**src/hdl/eia_pkg.sv**
```systemverilog
package eia_pkg;

    localparam int ENTITY_SLOTS = 256;
    localparam int ID_W         = $clog2(ENTITY_SLOTS);
    localparam int CNT_W        = $clog2(ENTITY_SLOTS + 1);
    localparam int SIG_W        = 32;
    localparam int META_W       = SIG_W + 2;

    typedef enum logic [2:0] {
        OP_CREATE     = 3'd0,
        OP_DESTROY    = 3'd1,
        OP_SET_SIG    = 3'd2,
        OP_READ       = 3'd3,
        OP_SET_ENABLE = 3'd4
    } t_op;

    typedef enum logic [1:0] {
        ST_OK         = 2'd0,
        ST_FULL       = 2'd1,
        ST_NOT_ACTIVE = 2'd2
    } t_status;

    typedef enum logic [1:0] {
        S_IDLE,
        S_POP,
        S_META
    } t_state;

    typedef struct packed {
        logic take;
        logic meta_from_stack;
        logic commit;
    } t_ctl_cmd;

    typedef struct packed {
        logic can_take;
        logic pop;
    } t_ctl_status;

endpackage

```
**src/hdl/eia_ctrl.sv**
```systemverilog
module eia_ctrl (
    input  logic                  i_clk,
    input  logic                  i_rst_n,
    input  logic                  i_req_valid,
    input  eia_pkg::t_ctl_status  i_status,
    output logic                  o_req_ready,
    output eia_pkg::t_ctl_cmd     o_cmd
);
    import eia_pkg::*;

    t_state r_state;
    t_state n_state;

    always_ff @(posedge i_clk) begin
        if (!i_rst_n) begin
            r_state <= S_IDLE;
        end else begin
            r_state <= n_state;
        end
    end

    always_comb begin
        n_state     = r_state;
        o_req_ready = 1'b0;
        o_cmd       = '0;
        unique case (r_state)
            S_IDLE: begin
                o_req_ready = i_status.can_take;
                if (i_req_valid && i_status.can_take) begin
                    o_cmd.take = 1'b1;
                    n_state    = i_status.pop ? S_POP : S_META;
                end
            end
            S_POP: begin
                o_cmd.meta_from_stack = 1'b1;
                n_state               = S_META;
            end
            S_META: begin
                o_cmd.commit = 1'b1;
                n_state      = S_IDLE;
            end
            default: begin
                n_state = S_IDLE;
            end
        endcase
    end
endmodule

```
**config.mk**
```make
export PLATFORM = sky130hd
export DESIGN_NAME = eia_ctrl
export DESIGN_NICKNAME = d
export VERILOG_FILES = /design/src/hdl/eia_pkg.sv /design/src/hdl/eia_ctrl.sv
export SDC_FILE = /design/constraint.sdc
export NUM_CORES = 1
export LEC_CHECK = 0
export BUFFER_PORTS_ARGS = -buffer_cell sky130_fd_sc_hd__buf_2
export CORE_AREA = 5 5 42 44
export DETAILED_ROUTE_END_ITERATION = 6
export DIE_AREA = 0 0 47 49
export GPL_TIMING_DRIVEN = 0
export REMOVE_ABC_BUFFERS = 1
export SLEW_MARGIN = 20
export SYNTH_ARGS = -nofsm -noshare
export SYNTH_HDL_FRONTEND = slang
export SYNTH_SLANG_ARGS = --single-unit
```
**constraint.sdc**
```tcl
create_clock -name i_clk -period 0.8 [get_ports i_clk]
set_input_delay 0.04 -clock i_clk [delete_from_list [all_inputs] [get_ports i_clk]]
set_output_delay 0.04 -clock i_clk [all_outputs]
set_load 0.02 [all_outputs]
```
# == Yosys cells after proc, flatten, opt, wreduce, memory -nomap -nowiden ==
# Cells that the tools add are included.
# op_classes
n_reduce_logical,2
mux,8
eq_ne,3
# op_table
op,n
1-bit 2-to-1 mux,5
2-bit 2-to-1 mux,2
2-bit one-hot mux with 2 select lines,1
"2-bit by 1-bit == test with 1-bit output, second input constant",1
"2-bit == test, second input constant",1
2-bit zero test,1
"2-bit != test, second input constant",1
1-bit logical AND,1
# totals
register_bits,2
word_cells,14
input_bits,5

# == Logic depth before layout (Yosys ltp) ==
# logic_depth
word_depth,3
mapped_depth,2
mapped_depth_nobuf,2

# == Worst setup path after synthesis ==
# No wires, ideal clock.
# synth_path
path_kind,reg-to-reg
startpoint,register r_state[1]
endpoint,register r_state[0]
period_less_slack_ps,929
required_time_ps,685
setup_ps,115
path_slack_ps,-129
path_stages_with_launch,3
t_arrival_ps,813
cell_sequence,dfxtp_1 and4bb_2 and3_1
# synth_between
elab_chain_cells,2
word_cells_on_any_way,4
classes_between,eq/ne (2); mux (1); reduce/logical (1)
# synth_rtl
element,line,rtl
from (decl),eia_ctrl.sv:11,t_state r_state;
from (signal assigned),eia_ctrl.sv:18,r_state <= n_state;
2-bit by 1-bit == test with 1-bit output / 2-bit zero test (equally long branches),eia_ctrl.sv:26,unique case (r_state)
2-bit one-hot mux with 2 select lines / 2-bit != test (equally long branches),-,
# Several ways; a longest one is shown, not always the timed one.
# A chain may end at the register's enable or synchronous reset.

==> impl_metrics.yaml <==
logic_synthesis:
  synth_seq_area_share: 0.405
  yosysTopAreaCell: "dfxtp_1"
  yosysMostFrequentCell: "dfxtp_1"
  synth_area_um2: 98.8
  yosysUniqueCellTypes: 10
  syn_avg_cell_area_um2: 8.99
  synth_edf_count: 0
  yosys_register_bits: 2
  synthCells: 11
  synth_top_area_frac: 0.405
  synthArstFlopShare: 0
  yosysWarningCount: 0
  synth_area_leaders: "dfxtp_1 (41%), and4bb_2 (13%), nand3b_1 (7.6%), nor3b_1 (7.6%), and3_1 (6.3%)"
  ys.flop_type: "dfxtp_1"
timing:
  slew_headroom: 0.891
  rsz0062_at_grt: "true"
  period_needed_ns: 1.01
  setup_tns_ns: -0.562
  setup_viol: 5
  hold_violations: 0
  slew_viol_final: 0
  whs_ns: 0.0587
  fin_crit_sh: 1.26
  skew_ns: 0.00244
  setup_ws_ns: -0.206
  tightest_slew_ns: 0.164
  fmaxAchievable_mhz: 994
clock_tree:
  cts_tree: "yes"
  clk_pin_slew_ns: 0.03
  cts-buffers-inserted: 3
  clkLatencyLatePin_ns: 0.22
  cts-hold-fix-buffers: 0
  cts_max_level: 1
  clk_path_buf_depth: 2
  cts_sinks: 2
  cts_root_buf: "clkbuf_4"
run_status:
  status: "complete, but fails checks"
  violations: "setup timing"
place:
  placed_cell_area_um2: 159
  pre_cts_slack_ns: -0.0970
  placedCellCount: 35
  port_buffers: 8
  gp_congestion: 0.640
final_layout:
  area_growth_pct: 100
  instances_no_fill: 38
  drive_gt1_frac: 0.636
  largest-register: "r_state"
  stdcell_area_um2: 198
  final_nets: 29
  fin_util: 0.141
  largest_register_ffs: 2
  num_antenna_cells: 0
  top_regs: "r_state (2)"
floorplanning:
  die_h_um: 49
  die_x_um: 47
  io_pins: 9
  rows: 14
  die_area_um2: 2300
  core_area_um2: 1400
  start_util: 0.0705
routing:
  ant_nets: 0
  via_count: 118
  first_pass_iters: 1
  drt-total-wl_um: 281
  remaining_drc_errors: 0
  avgViaCountPerCell: 3.11
  wl_per_cell_um: 7.39
  drt_iter0_drc: 0
power:
  p_sw_mw: 0.0848
  combPwrFrac: 0.152
  max-vdd-ir-drop_uv: 643
  internal-power_mw: 0.301
  power_mw: 0.386
  seq_power_share: 0.280
  powerDensity_nw_per_um2: 1950
  p_leak_nw: 0.0942
  power_frac_clock: 0.568
  swShare: 0.220
setup_path:
  end_kind: "primary output"
  crit_path_max_fanout: 4
  worstPathRequired_ns: 0.76
  crit_type: "reg -> out"
  start_kind: "flop"
  crit_arrival_ns: 0.97
global_route:
  grt_pass1_wl_um: 531
  grt_max_degree: 6
  antenna_found_initial: 0
  grt-ovfl-total: 0
  grt_pass1_vias: 148
  track_usage: 0.0358
run:
  cap_violations: 0
hold_path:
  min_path_type: "in -> reg"
worst paths after layout:
| path | from | to | slack [ns] | cells after the start |
|---|---|---|---|---|
| hold / removal | i_rst_n | r_state[1]$_SDFFE_PN0P_ | 0.06 | 3 |
| setup / recovery | r_state[0]$_SDFFE_PN0P_ | o_cmd[2] | -0.21 | 2 |
| setup reg to reg | r_state[0]$_SDFFE_PN0P_ | r_state[0]$_SDFFE_PN0P_ | -0.06 | 2 |
| hold reg to reg | r_state[0]$_SDFFE_PN0P_ | r_state[1]$_SDFFE_PN0P_ | 0.48 | 2 |
placed cells by master, fill, tap and decap left out:
cell      n
buf_6     1
and3_1    1
nor2b_1   1
buf_2     4
and4bb_2  1
a21oi_1   1
clkbuf_4  3
nor2_1    1
buf_4     3
nor3b_1   1
inv_1     1
nand3b_1  1
dfxtp_2   2
nand2b_1  1
per-layer routing:
metal,GRT usage,vias up,wire (um)
met5,0,-,0
met3,0.0221,0,30
li1,-,60,-
met4,0.0553,0,0
met2,0.0452,7,150
met1,0.0284,51,101
layout make-up:
class	instances	area (um2)
Sequential cell	2	42.5
Tap cell	16	20.0
Clock buffer	3	22.5
Multi-Input combinational cell	8	55.1
Timing Repair Buffer	8	53.8
Fill cell	166	1200
Inverter	1	3.75
power by group through the flow:
stage / clock network, mW / logic [mW] / registers (mW)
after global routing: 0.249 / 0.0644 / 0.109
after detailed placement: 0 / 0.0505 / 0.109
final: 0.219 / 0.0588 / 0.108
after floorplan: 0 / 0.0286 / 0.108
after CTS: 0.233 / 0.0573 / 0.108
after global placement: 0 / 0.0503 / 0.108
logic make-up after synthesis:
group           synth area share
simple gates               0.506
compound gates            0.0506
flops                      0.405
buf+inv                   0.0379
worst max-delay path, cell delays in order (launching register included):
cell      delay [ns]
dfxtp_2         0.32
and4bb_2        0.31
buf_6           0.12
repair_timing:
item	in CTS	in global routing
endpoints found under the setup margin	5	5
buffers inserted	0	0
pin swaps	2	2
gates resized for setup	6	1
Note: power is estimated with default switching activity, not from simulation.
